## config.mk

```make
export PLATFORM = sky130hd
export DESIGN_NAME = euclid_gcd_unit_top_flat
export DESIGN_NICKNAME = d
export VERILOG_FILES = /design/src/egcd_pkg.sv /design/src/egcd_in_if.sv /design/src/egcd_out_if.sv /design/src/euclid_gcd_unit_top.sv /design/src/egcd_core.sv /design/src/flat_wrapper.sv
export VERILOG_INCLUDE_DIRS = /design/src /design/src/src
export SDC_FILE = /design/constraint.sdc
export NUM_CORES = 1
export LEC_CHECK = 0
export BUFFER_PORTS_ARGS = -buffer_cell sky130_fd_sc_hd__buf_2
export CAP_MARGIN = 20
export CORE_MARGIN = 10
export CORE_UTILIZATION = 50
export DETAILED_ROUTE_END_ITERATION = 16
export MAX_ROUTING_LAYER = met4
export PLACE_DENSITY = 0.65
export SLEW_MARGIN = 20
export SYNTH_ARGS = -nofsm -noshare
export SYNTH_HDL_FRONTEND = slang
export SYNTH_HIERARCHICAL = 1
export SYNTH_SLANG_ARGS = --single-unit
```

## constraint.sdc

```tcl
create_clock -name clk_i -period 4.6 [get_ports clk_i]
set_input_delay 0.46 -clock clk_i [delete_from_list [all_inputs] [get_ports clk_i]]
set_output_delay 0.46 -clock clk_i [all_outputs]
set_load 0.01 [all_outputs]
```

## src/euclid_gcd_unit_top_assert.svh

```systemverilog
// Assertion macros used by the GCD unit's core, egcd_core.sv.
`ifndef EUCLID_GCD_UNIT_TOP_ASSERT_SVH
`define EUCLID_GCD_UNIT_TOP_ASSERT_SVH

// The consequent must hold in the same cycle as the antecedent.
`define EGCD_ASSERT_NOW(label, clk, rstn, ante, cons) \
  label: assert property (@(posedge clk) disable iff (!(rstn)) (ante) |-> (cons)) \
    else $error("egcd: same-cycle check failed");

// The consequent must hold in the cycle after the antecedent.
`define EGCD_ASSERT_NEXT(label, clk, rstn, ante, cons) \
  label: assert property (@(posedge clk) disable iff (!(rstn)) (ante) |=> (cons)) \
    else $error("egcd: next-cycle check failed");

`endif

```

## src/egcd_pkg.sv

```systemverilog
// Package with widths and control types of the GCD unit.
`default_nettype none

package egcd_pkg;

  localparam int OPERAND_BITS = 31;
  // The shift count reaches at most OPERAND_BITS - 1.
  localparam int SHIFT_BITS   = $clog2(OPERAND_BITS);

  typedef logic [OPERAND_BITS-1:0] operand_t;
  typedef logic [SHIFT_BITS-1:0]   shift_t;

  typedef struct packed {
    logic start;  // load a new operand pair
    logic take;   // result is moved into the output register
  } egcd_ctrl_t;

  typedef struct packed {
    logic idle;   // core can load a new pair
    logic done;   // core holds a finished result
  } egcd_stat_t;

endpackage

`default_nettype wire

```

## src/egcd_in_if.sv

```systemverilog
// Input channel: operand pair with valid/ready handshake.
`default_nettype none

interface egcd_in_if;
  logic               valid;
  logic               ready;
  egcd_pkg::operand_t first_value;
  egcd_pkg::operand_t second_value;

  modport source (output valid, output first_value, output second_value, input ready);
  modport sink   (input valid, input first_value, input second_value, output ready);
endinterface

`default_nettype wire

```

## src/egcd_out_if.sv

```systemverilog
// Output channel: gcd result with valid/ready handshake.
`default_nettype none

interface egcd_out_if;
  logic               valid;
  logic               ready;
  egcd_pkg::operand_t divisor;
  logic               both_zero;

  modport source (output valid, output divisor, output both_zero, input ready);
  modport sink   (input valid, input divisor, input both_zero, output ready);
endinterface

`default_nettype wire

```

## src/euclid_gcd_unit_top.sv

```systemverilog
// Top level of the GCD unit: handshake, core and output register.
//
//   Channel  Dir  Payload                       Handshake
//   in_i     in   first_value, second_value     valid/ready
//   out_o    out  divisor, both_zero            valid/ready
//
// An operand pair is loaded into the core, which then runs the binary GCD
// loop one step per cycle on the shared subtract/compare unit; a pair with a
// zero operand skips the loop. The result then moves into the output register.
// Reset is asynchronous and active low; it clears the sequencer and the
// output valid. The output register frees the core: the next pair is taken
// while a result waits, and the core stalls only on a full, unread register.
`default_nettype none

module euclid_gcd_unit_top (
  input  wire         clk_i,
  input  wire         rst_ni,
  egcd_in_if.sink     in_i,
  egcd_out_if.source  out_o
);

  egcd_pkg::egcd_ctrl_t ctrl;
  egcd_pkg::egcd_stat_t stat;
  egcd_pkg::operand_t   core_divisor;
  logic                 core_both_zero;

  logic                 out_valid_q, out_valid_d;
  egcd_pkg::operand_t   divisor_q;
  logic                 both_zero_q;

  assign in_i.ready = stat.idle;
  assign ctrl.start = in_i.valid && stat.idle;
  assign ctrl.take  = stat.done && (!out_valid_q || out_o.ready);

  egcd_core u_core (
    .clk_i       (clk_i),
    .rst_ni      (rst_ni),
    .ctrl_i      (ctrl),
    .first_i     (in_i.first_value),
    .second_i    (in_i.second_value),
    .stat_o      (stat),
    .divisor_o   (core_divisor),
    .both_zero_o (core_both_zero)
  );

  always_comb begin
    out_valid_d = out_valid_q;
    if (ctrl.take) begin
      out_valid_d = 1'b1;
    end else if (out_o.ready) begin
      out_valid_d = 1'b0;
    end
  end

  always_ff @(posedge clk_i or negedge rst_ni) begin
    if (!rst_ni) begin
      out_valid_q <= 1'b0;
    end else begin
      out_valid_q <= out_valid_d;
    end
  end

  always_ff @(posedge clk_i) begin
    if (ctrl.take) begin
      divisor_q   <= core_divisor;
      both_zero_q <= core_both_zero;
    end
  end

  assign out_o.valid     = out_valid_q;
  assign out_o.divisor   = divisor_q;
  assign out_o.both_zero = both_zero_q;

endmodule

`default_nettype wire

```

## src/egcd_core.sv

```systemverilog
// Binary GCD sequencer with one shared subtract and compare unit.
`default_nettype none
`include "euclid_gcd_unit_top_assert.svh"

module egcd_core (
  input  wire                     clk_i,
  input  wire                     rst_ni,
  input  egcd_pkg::egcd_ctrl_t    ctrl_i,
  input  egcd_pkg::operand_t      first_i,
  input  egcd_pkg::operand_t      second_i,
  output egcd_pkg::egcd_stat_t    stat_o,
  output egcd_pkg::operand_t      divisor_o,
  output logic                    both_zero_o
);

  localparam logic [1:0] ST_IDLE = 2'd0;
  localparam logic [1:0] ST_RUN  = 2'd1;
  localparam logic [1:0] ST_DONE = 2'd2;

  logic [1:0]         state_q, state_d;
  egcd_pkg::operand_t a_q, a_d;
  egcd_pkg::operand_t b_q, b_d;
  egcd_pkg::shift_t   k_q, k_d;
  logic               zero_q, zero_d;

  // Shared unit: both differences, the borrow of a - b as the less-than compare, and an equality compare.
  logic [egcd_pkg::OPERAND_BITS:0]   diff_ab;
  logic [egcd_pkg::OPERAND_BITS-1:0] diff_ba;
  logic                              a_lt_b;
  logic                              a_eq_b;

  assign diff_ab = {1'b0, a_q} - {1'b0, b_q};
  assign diff_ba = b_q - a_q;
  assign a_lt_b  = diff_ab[egcd_pkg::OPERAND_BITS];
  assign a_eq_b  = (a_q == b_q);

  always_comb begin
    state_d = state_q;
    a_d     = a_q;
    b_d     = b_q;
    k_d     = k_q;
    zero_d  = zero_q;
    case (state_q)
      ST_IDLE: begin
        if (ctrl_i.start) begin
          a_d    = first_i;
          b_d    = second_i;
          k_d    = '0;
          zero_d = (first_i == '0) && (second_i == '0);
          if ((first_i == '0) || (second_i == '0)) begin
            // With a zero operand the other one is the answer.
            a_d     = first_i | second_i;
            state_d = ST_DONE;
          end else begin
            state_d = ST_RUN;
          end
        end
      end
      ST_RUN: begin
        if (!a_q[0] && !b_q[0]) begin
          a_d = a_q >> 1;
          b_d = b_q >> 1;
          k_d = k_q + egcd_pkg::SHIFT_BITS'(1);
        end else if (!a_q[0]) begin
          a_d = a_q >> 1;
        end else if (!b_q[0]) begin
          b_d = b_q >> 1;
        end else if (a_eq_b) begin
          // Restore the common power of two stripped at the start.
          a_d     = a_q << k_q;
          state_d = ST_DONE;
        end else if (a_lt_b) begin
          b_d = diff_ba >> 1;
        end else begin
          a_d = diff_ab[egcd_pkg::OPERAND_BITS-1:0] >> 1;
        end
      end
      ST_DONE: begin
        if (ctrl_i.take) begin
          state_d = ST_IDLE;
        end
      end
      default: begin
        state_d = ST_IDLE;
      end
    endcase
  end

  always_ff @(posedge clk_i or negedge rst_ni) begin
    if (!rst_ni) begin
      state_q <= ST_IDLE;
    end else begin
      state_q <= state_d;
    end
  end

  always_ff @(posedge clk_i) begin
    a_q    <= a_d;
    b_q    <= b_d;
    k_q    <= k_d;
    zero_q <= zero_d;
  end

  assign stat_o.idle = (state_q == ST_IDLE);
  assign stat_o.done = (state_q == ST_DONE);
  assign divisor_o   = zero_q ? '0 : a_q;
  assign both_zero_o = zero_q;

  `EGCD_ASSERT_NOW(run_nonzero_a, clk_i, rst_ni, state_q == ST_RUN,
                   (a_q != '0) && (b_q != '0))
  `EGCD_ASSERT_NOW(run_shift_bound, clk_i, rst_ni, state_q == ST_RUN,
                   {1'b0, k_q} < (egcd_pkg::SHIFT_BITS+1)'(egcd_pkg::OPERAND_BITS))
  `EGCD_ASSERT_NEXT(done_to_idle, clk_i, rst_ni, (state_q == ST_DONE) && ctrl_i.take,
                    state_q == ST_IDLE)
  `EGCD_ASSERT_NEXT(zero_start_done, clk_i, rst_ni,
                    (state_q == ST_IDLE) && ctrl_i.start &&
                    ((first_i == '0) || (second_i == '0)),
                    state_q == ST_DONE)

endmodule

`default_nettype wire

```

## src/flat_wrapper.sv

```systemverilog
// flat-port wrapper written by rule: the top's interface ports become plain ports
module euclid_gcd_unit_top_flat 
  (clk_i, rst_ni, in_i_valid, in_i_first_value, in_i_second_value, in_i_ready, out_o_valid, out_o_divisor, out_o_both_zero, out_o_ready);
  egcd_in_if in_i_i ();
  egcd_out_if out_o_i ();
  input  wire clk_i;
  input  wire rst_ni;
  input wire logic [$bits(in_i_i.valid)-1:0] in_i_valid;
  input wire logic [$bits(in_i_i.first_value)-1:0] in_i_first_value;
  input wire logic [$bits(in_i_i.second_value)-1:0] in_i_second_value;
  output wire logic [$bits(in_i_i.ready)-1:0] in_i_ready;
  output wire logic [$bits(out_o_i.valid)-1:0] out_o_valid;
  output wire logic [$bits(out_o_i.divisor)-1:0] out_o_divisor;
  output wire logic [$bits(out_o_i.both_zero)-1:0] out_o_both_zero;
  input wire logic [$bits(out_o_i.ready)-1:0] out_o_ready;
  assign in_i_i.valid = in_i_valid;
  assign in_i_i.first_value = in_i_first_value;
  assign in_i_i.second_value = in_i_second_value;
  assign in_i_ready = in_i_i.ready;
  assign out_o_valid = out_o_i.valid;
  assign out_o_divisor = out_o_i.divisor;
  assign out_o_both_zero = out_o_i.both_zero;
  assign out_o_i.ready = out_o_ready;
  euclid_gcd_unit_top u_core (.clk_i(clk_i), .rst_ni(rst_ni), .in_i(in_i_i), .out_o(out_o_i));
endmodule
```

---- Word-level counts from Yosys, hierarchy flattened ----
Cells that the tools add are included.
word-level totals
  bits in registers ....................... 103
  word-level logic and storage cells ...... 79
  output and inout bits ................... 34
  bits of input ports ..................... 66
operators by class
  shift operators ......................... 1
  reduce and logical (&&, ||, !) cells .... 21
  multiplexer cells ....................... 28
  add/subtract/negate cells ............... 3
  eq/ne operators ......................... 15
  bitwise logic cells ..................... 1
operator list
  operator                                                                 number
  31-bit two-way mux                                                       13
  31-bit one-hot mux with 2 select lines                                   2
  31-bit logical NOT                                                       2
  31-bit by 31-bit subtractor with 32-bit output                           1
  31-bit equality test                                                     1
  31-bit bitwise OR                                                        1
  31-bit by 5-bit << shifter with 31-bit output                            1
  31-bit subtractor                                                        1
  2-bit two-way mux                                                        7
  4-bit inequality test, second input constant                             3
  5-bit two-way mux                                                        2
  2-bit inequality test, second input constant                             5
  5-bit one-hot mux with 2 select lines                                    1
  2-bit one-hot mux with 3 select lines                                    1
  3-bit AND reduction                                                      2
  6-bit AND reduction                                                      1
  5-bit by 1-bit adder with 5-bit output, second input constant            1
  5-bit inequality test, second input constant                             1
  5-bit AND reduction                                                      1
  1-bit logical AND                                                        4
  2-bit by 1-bit inequality test with 1-bit output, second input constant  2
  2-bit AND reduction                                                      2
  4-bit AND reduction                                                      1
  2-bit nonzero test                                                       2
  other kinds (7)                                                          11

---- Depth between registers and ports, before layout ----
  depth after elaboration ................. 7
  gate-level depth with buffers ........... 13
  gate-level depth less buffers ........... 12

---- Hierarchy ----
The synthesis kept the hierarchy.
by module, submodules not included
  module               cells each  instances  area each (um^2)  sequential area each (um^2)
  egcd_core            1210        1          9228.9            2092.0
  euclid_gcd_unit_top  37          1          1011.0            985.9

---- Worst setup path after synthesis ----
Ideal clock, no wire load.
  kind .................................... register -> register
  start ................................... register u_core.u_core.a_q[20]
  end ..................................... register u_core.u_core.a_q[29], enable pin
  path buffers ............................ 1
  stages on the path, launching flop included .. 12
  arrival ................................. 3156 ps
  data required time ...................... 4303 ps
  period minus slack after synthesis ...... 3453 ps
  slack ................................... 1147 ps
  cell sequence ........................... edfxtp_1 inv_1 ha_1 buf_6 nand4_2 or3_4 nand2b_1 or3_4 nand3_2 a31o_2 o211a_1 o21a_1
on the way
  longest elaborated chain between the ends .. 3
  elaborated cells between the ends (all ways) .. 4
ends and longest elaborated chain
  what                                                                                    line                              RTL
  start: declaration                                                                      egcd_core.sv:21                   egcd_pkg::operand_t a_q, a_d;
  start signal: assignment                                                                egcd_core.sv:98                   a_q <= a_d;
  31-bit by 31-bit subtractor with 32-bit output or 31-bit equality test (tied branches)  egcd_core.sv:32, egcd_core.sv:35
  5-bit inequality test (no line) *                                                       n/a
  4-bit AND reduction (no line) *                                                         n/a
Every way passes the cells marked *; elsewhere a longest branch is shown, timed or not.
A chain may end at the register's enable or synchronous reset.

---- Worst setup path after layout ----
  start ................................... register u_core.u_core.a_q[20]
  end ..................................... register u_core.u_core.a_q[0] (data pin)
on the way
  longest elaborated chain between the ends .. 7
  elaborated cells between the ends (all ways) .. 9
ends and longest elaborated chain
  what                                            line             RTL
  31-bit by 31-bit subtractor with 32-bit output  egcd_core.sv:32  assign diff_ab = {1'b0, a_q} - {1'b0, b_q};
  31-bit two-way mux                              egcd_core.sv:72  end else if (a_lt_b) begin
  31-bit two-way mux *                            egcd_core.sv:68  end else if (a_eq_b) begin
  31-bit two-way mux *                            egcd_core.sv:66  end else if (!b_q[0]) begin
  31-bit two-way mux *                            egcd_core.sv:64  end else if (!a_q[0]) begin
  31-bit two-way mux *                            egcd_core.sv:60  if (!a_q[0] && !b_q[0]) begin
  31-bit one-hot mux with 2 select lines *        egcd_core.sv:43  case (state_q)
  net u_core.u_core.a_d[0]                        egcd_core.sv:21
Mark *: on every way through the listed nets, which the timed path passes. The rest lies on a longest branch. The select of a mux whose other input is x is not followed.

==> impl_metrics.toml <==
[status]
outcome = "finished, final reports clean"

[cts]
clk_pin_slew_ns = 0.07
post_cts_buffers = 0
cts_tree = "yes"
cts_buffer_depth = 2
clock_latency_ns = 0.36
h-tree-depth = 3
cts_buffers = 9
cts_num_sinks = 103
post_cts_resized = 0
cts-root-buf = "clkbuf_16"

[sta]
hold_viol = 0
setup_ws_ns = 0.454
fin_worst_skew_ns = 0.00767
rsz0062_at_grt = "no"
final.min_clock_period_ns = 4.15
relSlewSlack = 0.313
post-route-period-util = 0.901
slew_violations = 0
setup_tns_ns = 0
setup-violations-final = 0
whs_ns = 0.363
max_slew.worst_pin.slew_ns = 1.03
maxClockFrequency_ghz = 0.241

[logic_synthesis]
synth_xor_xnor_area_share = 0.0453
synth.top_cell.area_share = 0.293
syn_avg_cell_area_um2 = 8.21
synth_edf_count = 100
synth_area_leaders = "edfxtp_1, ha_1, a21oi_1"
netlist_area_mm2 = 0.0102
synth-compound-area-share = 0.262
ys.flop_type = "edfxtp_1"
synth_adder_area_share = 0.0821
synthMuxAreaShare = 0.0707
seq_area_frac_synth = 0.301
yosysMostFrequentCell = "nor2_1"
synth-seq-cells = 103
synth_top_family_by_area = "compound AO/OA/AOI/OAI gates"
synth.distinct_cells = 77
synth_warnings = 6
synth-async-reset-ratio = 0.0291
synth_top_cell_by_area = "edfxtp_1"
synthSimpleGateAreaFrac = 0.172
synth_cells = 1247
synth_nets = 1379
synth_common_cells = "nor2_1, a21oi_1, o21ai_0"

[worst_hold_path]
worstHoldPathType = "in -> reg"
hold_start = "out_o_ready"

[global_routing]
grt.overflow.total = 0
gr-usage-all-layers = 0.303
antenna_found_initial = 0
grt_pass1_vias = 9743
grt_pass1_wl_um = 60400
grt_max_degree = 50

[routing]
wl_um = 39900
firstDrtPassIters = 6
detail_route.wl_per_cell_um = 25.2
vias = 10400
drc = 0
viasPerCell = 6.54
postRouteAntennaNets = 0
drt_iter0_markers = 1252

[critical_path]
arrival_ns = 4.24
end_kind = "flop"
critPathMaxFanout = 21
worstReg2RegStart = "u_core/u_core/a_q[20]"
critical_path_class = "reg -> reg"
critPathLaunch = "u_core/u_core/a_q[20]"
start_kind = "flop"
required_ns = 4.69

[floorplan]
core-area_mm2 = 0.0202
ios = 100
die-area_mm2 = 0.0266
die_w_um = 163
num_rows = 52
initial_core_util = 0.508
die_y_um = 163

[finish]
final_cells = 1583
area_growth_pct = 10.3
drive_above_1_share = 0.154
nets = 1439

[placement]
dp_hpwl_um = 31200
gp_congestion = 1.01
port_buffers = 99
preCtsSetupSlack_ns = 0.539
place_inst = 1565

[flow_run]
cap_viol_max_count = 0
-- path summary, 6_finish.rpt --
path | to | slack [ns] | cells after the start
max | u_core/u_core/a_q[0] | 0.45 | 11
min | u_core/out_o.valid | 0.36 | 3
max reg2reg | u_core/u_core/a_q[0] | 0.45 | 11
min reg2reg | u_core/out_o.both_zero | 0.46 | 0
max in group asynchronous | u_core/out_o.valid | 4.06 | 2
min in group asynchronous | u_core/u_core/state_q[0] | 0.42 | 2
-- flip-flops by register name, indices dropped and copies added, names as in the netlist --
register                   flops
u_core/out_o.divisor          31
u_core/u_core/k_q              5
u_core/u_core/state_q          2
u_core/u_core/a_q             31
u_core/u_core/b_q             31
u_core/out_o.valid             1
u_core/out_o.both_zero         1
u_core/u_core/both_zero_o      1
-- layout by cell type, fill, tap and decap left out, types with 4 or more instances in the layout --
cell type	count
nor4_1	26
a31oi_1	12
and2_1	11
o22ai_1	7
a21o_1	14
o21a_1	9
xor2_1	23
a21oi_1	114
buf_2	99
nand4_1	13
mux4_2	5
o31ai_1	5
nor2b_1	12
mux2_2	13
nand3_1	11
xnor2_1	30
clkbuf_16	9
nand2b_1	12
a22oi_1	12
nor3_1	27
a211oi_1	45
o211ai_1	9
o211a_1	5
o21bai_1	10
ha_1	64
inv_1	75
mux2i_1	45
nand2_1	104
o21ai_1	17
o21ai_0	113
a21boi_0	4
edfxtp_1	100
buf_4	38
a221oi_1	15
nor2_1	126
-- logic make-up after synthesis --
family                   Yosys count
multiplexers                      64
adder cells (fa/ha/maj)           66
AO/OA/AOI/OAI                    425
AND/OR/NAND/NOR                  371
XOR/XNOR                          53
buffers and inverters            165
flip-flops                       103
-- area by class of cell --
class | instances | area [um2]
timing repair buffer | 138 | 791
fill | 1951 | 8880
inverter | 76 | 285
clock inverter | 4 | 53.8
multi-input combinational | 979 | 6500
tap | 270 | 338
antenna | 1 | 2.50
sequential | 103 | 3080
clock buffer | 12 | 246
-- metal layers --
| layer | global-route usage | part of all wire | vias up |
|---|---|---|---|
| met5 | - | 0 | - |
| met4 | 0.0803 | 0.026 | 0 |
| met3 | 0.0418 | 0.096 | 61 |
| met2 | 0.452 | 0.45 | 627 |
| met1 | 0.422 | 0.43 | 4957 |
| li1 | - | - | 4707 |
-- stage by stage --
step                      area, um2  utilization
final                         11300        0.560
after floorplan               10200            -
after global placement        11000        0.544
after CTS                     11300        0.560
after global routing          11300        0.560
after detailed placement      11000        0.544
-- timing repair --
action                     in CTS  in global routing
hold endpoints to repair        3                  0
hold buffers                    1                  0
setup endpoints to repair       0                  0
-- worst max-delay path, cell delays in order (launching register included) --
cell	delay, ns
edfxtp_1	0.50
inv_1	0.25
ha_1	0.58
nand4_2	0.17
or3_4	0.44
nand2b_1	0.26
or3_4	0.57
nand3_2	0.16
a31o_2	0.19
nand3_2	0.24
a211oi_1	0.38
o22ai_1	0.13
Power is not shown: default switching activity piles up to over one toggle a cycle in this logic, so the estimate is an artifact.
